$ cat config.mk
export PLATFORM = sky130hd
export DESIGN_NAME = lcc_div
export DESIGN_NICKNAME = d
export VERILOG_FILES = /design/src/hw/rtl/lcc_div.sv
export SDC_FILE = /design/constraint.sdc
export NUM_CORES = 1
export LEC_CHECK = 0
export BUFFER_PORTS_ARGS = -buffer_cell sky130_fd_sc_hd__buf_2
export CAP_MARGIN = 15
export CORE_ASPECT_RATIO = 0.6
export CORE_MARGIN = 8
export CORE_UTILIZATION = 45
export CTS_BUF_LIST = sky130_fd_sc_hd__clkbuf_4 sky130_fd_sc_hd__clkbuf_8
export CTS_CLUSTER_DIAMETER = 50
export CTS_CLUSTER_SIZE = 16
export DETAILED_ROUTE_END_ITERATION = 16
export PLACE_DENSITY_LB_ADDON = 0.08
export SLEW_MARGIN = 40
export SYNTH_ARGS = -nofsm -noshare
export SYNTH_HDL_FRONTEND = slang
export SYNTH_SLANG_ARGS = --single-unit
$ cat constraint.sdc
create_clock -name clk -period 3.4 [get_ports clk]
set_input_delay 0.34 -clock clk [delete_from_list [all_inputs] [get_ports clk]]
set_output_delay 0.34 -clock clk [all_outputs]
set_load 0.01 [all_outputs]
$ cat src/hw/rtl/lcc_div.sv
// lcc_div: restoring divider, one quotient bit per cycle
// shared by node coefficient and average computation; no package needed
module lcc_div #(
  parameter int NW = 28,
  parameter int DW = 12
) (
  input  logic          clk,
  input  logic          rst_n,
  input  logic          start,
  input  logic [NW-1:0] num,
  input  logic [DW-1:0] den,
  output logic          busy,
  output logic          done,
  output logic [NW-1:0] quo
);

  localparam int CW = $clog2(NW + 1);

  logic [DW-1:0] rem_r, rem_nxt;
  logic [NW-1:0] quo_r, quo_nxt;
  logic [DW-1:0] den_r;
  logic [CW-1:0] cnt_r;
  logic          busy_r, done_r;
  logic [DW:0]   trial;

  // one trial subtraction per cycle
  always_comb begin
    trial = {rem_r, quo_r[NW-1]} - {1'b0, den_r};
    if (!trial[DW]) begin
      rem_nxt = trial[DW-1:0];
      quo_nxt = {quo_r[NW-2:0], 1'b1};
    end else begin
      rem_nxt = {rem_r[DW-2:0], quo_r[NW-1]};
      quo_nxt = {quo_r[NW-2:0], 1'b0};
    end
  end

  // control
  always_ff @(posedge clk) begin
    if (!rst_n) begin
      busy_r <= 1'b0;
      done_r <= 1'b0;
      cnt_r  <= '0;
    end else begin
      done_r <= 1'b0;
      if (start) begin
        busy_r <= 1'b1;
        cnt_r  <= CW'(NW);
      end else if (busy_r) begin
        cnt_r <= cnt_r - 1'b1;
        if (cnt_r == CW'(1)) begin
          busy_r <= 1'b0;
          done_r <= 1'b1;
        end
      end
    end
  end

  // datapath
  always_ff @(posedge clk) begin
    if (start) begin
      rem_r <= '0;
      quo_r <= num;
      den_r <= den;
    end else if (busy_r) begin
      rem_r <= rem_nxt;
      quo_r <= quo_nxt;
    end
  end

  assign busy = busy_r;
  assign done = done_r;
  assign quo  = quo_r;

endmodule

==> impl_metrics.toml <==
[worst_setup_path]
r2r-end = "rem_r[1]"
worstPathMaxFanout = 15
startpoint_type = "flop"
r2r_start = "quo[27]"
r2r_setup_slack_ns = 0.75
worstPathArrival_ns = 2.87
crit_path_end_kind = "flop"
crit_required_ns = 3.62
reg2regPathDepth = 10
endpoint = "rem_r[1]"
critPathKind = "flop to flop"
cp-startpoint = "quo[27]"

[run_status]
outcome = "finished, final reports clean"

[detailed_routing]
vias = 2194
drt-wirelength-per-cell_um = 15.9
drt_iter0_drc = 160
drc = 0
wl_mm = 6.81
postRouteAntennaNets = 0
dr.pass1.iters = 4
viasPerCell = 5.13

[placed_design]
gp_congestion = 0.838
numPortBuffers = 72
hpwlAfterDp_mm = 5.01

[global_route]
grt_pass1_wl_mm = 10.8
antenna_found_initial = 0
grt_remaining_overflow = 0
grt_usage_pct = 14.4
grt_pass1_vias = 2146
grt_max_degree = 46

[logic_synthesis]
avgSynthCellArea_sq_um = 11.9
yosysSeqAreaShare_pct = 51.4
yosys.area.top_type_share_pct = 39.1
async_flop_share_pct = 0
syn_nets = 316
yosys.area.top_type = "edfxtp_1"
synth_cells = 258
synthTopCellsByCount = "40 x edfxtp_1, 28 x mux2_2, 19 x dfxtp_1, 19 x inv_1, 17 x nor2_1"
synth_ff_type = "edfxtp_1"
yosysWarnings = 0
synth_area_sq_um = 3070
ys_top_cells_by_area = "edfxtp_1 39%, dfxtp_1 12%, mux2_2 10%"
synth-edff-count = 40
yosysMostFrequentCell = "edfxtp_1"
ys_ff_latch = 59
synth.distinct_cells = 54

[floorplanning]
die_x_um = 123
io_pins = 73
die-area_sq_um = 9820
core-area_sq_um = 6650
rows = 23
fp.dieH_um = 80.0
start_util_pct = 46.2

[run]
drv_cap = 0

[sta]
fin_crit_ns = 2.65
final_max_slew_viol_count = 0
max-slew-margin-rel_pct = 63.2
hold_violations = 0
rsz0062_at_grt = "no"
tightest_slew_ns = 0.552
finClkSkew_ns = 0.00859
maxClockFrequency_ghz = 0.377
tns_ns = 0
setup_viol = 0
fin_crit_sh_pct = 78.0

[finish]
area_delta_synth_final_pct = 22.0
final_core_util_pct = 56.4
drive_gt1_share_pct = 39.6
nets = 394
antennaDiodeCount = 0

[clocking]
h-tree-depth = 3
cts_buffers = 9
cts_buffer_depth = 2
cts_tree = "built"
cts-resized-gates = 0
clk_latency_ns = 0.34
clkSlewWorstSetupHoldPaths_ns = 0.07
cts_sinks = 59
ctsHoldBuffers = 0
post-cts-setup-buffers = 0
cts-root-buf = "clkbuf_8"

[worst_hold_path]
holdCritPathClass = "input pin to flop"

[pwr]
power_uw = 2000
leakage_uw = 0.00156
ir_worst_vdd_v = 0.000252
powerDensity_nw_per_um2 = 534
## worst min-delay path by stage
stage / startpoint / to / slack [ns] / cells after the start
3_5_place_dp: rem_r[11] / rem_r[11] / 0.46 / 2
6_report: den[10] / den_r[10] / 0.17 / 1
2_1_floorplan: den[0] / den_r[0] / 0.44 / 0
5_1_grt: den[1] / den_r[1] / 0.15 / 1
3_3_place_gp: rem_r[11] / rem_r[11] / 0.46 / 2
4_1_cts: den[1] / den_r[1] / 0.16 / 1
## sequential cells by signal, summed over array words and instances (netlist names)
signal  cells
busy        1
quo        28
rem_r      12
den_r      12
cnt_r       5
done        1
## cell usage in the layout (no fill, tap or decap), types with 2 or more instances in the layout
cell type,n
o21a_1,3
nand2_1,16
o21ai_1,5
nor4_1,3
a21oi_1,10
buf_4,3
nor3_1,6
ha_1,14
edfxtp_1,40
a311o_1,2
a2111oi_0,2
a21o_1,3
nand3_1,3
nor2_1,17
dfxtp_1,19
mux2i_1,5
inv_1,19
o21ai_0,5
nor2b_1,3
xnor2_1,8
clkbuf_8,11
bufinv_16,2
clkinv_1,2
a211oi_1,3
buf_2,72
nand2b_1,5
mux2_2,28
a31oi_2,2
## logic make-up (layout without fill, tap and decap cells)
family          count (synthesis)  count (layout)  share of synthesized area, %
flops                          59              59                          51.4
xor+xnor                        9               9                          2.56
compound gates                 51              51                          13.4
fa+ha+maj                      15              15                          6.35
simple gates                   62              62                          10.3
buf+inv                        29             112                          4.07
mux                            33              33                          11.9
## worst max-delay path, stage by stage (launching register included)
cell      delay [ns]
edfxtp_1        0.36
inv_1           0.06
ha_1            0.24
fa_1            0.45
nor2b_4         0.14
o31a_4          0.15
o21ai_4         0.09
o311a_4         0.42
nand2_4         0.21
nor4_1          0.08
a311o_1         0.33
## per-stage QoR
stage	instances	hold WS, ns	worst slack (ns)	cell area [sq um]
2_1_floorplan	258	0.439	0.871	3070
3_3_place_gp	412	0.459	0.843	3520
3_5_place_dp	412	0.459	0.775	3520
4_1_cts	428	0.157	0.762	3750
5_1_grt	428	0.152	0.656	3750
6_report	428	0.175	0.750	3750
## layer usage
metal	track usage [%]	up-vias	routed length (um)	part of all wire, %
li1	-	1104	-	-
met4	5.44	0	88	1.3
met2	20.7	68	2890	42
met1	19.6	1012	3260	48
met3	4.66	10	570	8.4
met5	0	-	0	0
## report_power, final
group | internal [uW] | switching (uW)
sequential | 843 | 36.1
clock | 460 | 277
combinational | 176 | 212
total | 1480 | 525
## cell type report
| type | count | area (sq um) |
|---|---|---|
| timing repair buffer | 75 | 383 |
| sequential | 59 | 1580 |
| multi-input combinational | 170 | 1370 |
| fill | 579 | 2900 |
| clock inverter | 4 | 72.6 |
| clock buffer | 12 | 159 |
| inverter | 21 | 78.8 |
| tap | 87 | 109 |
Power figures use the tool's default switching activity.
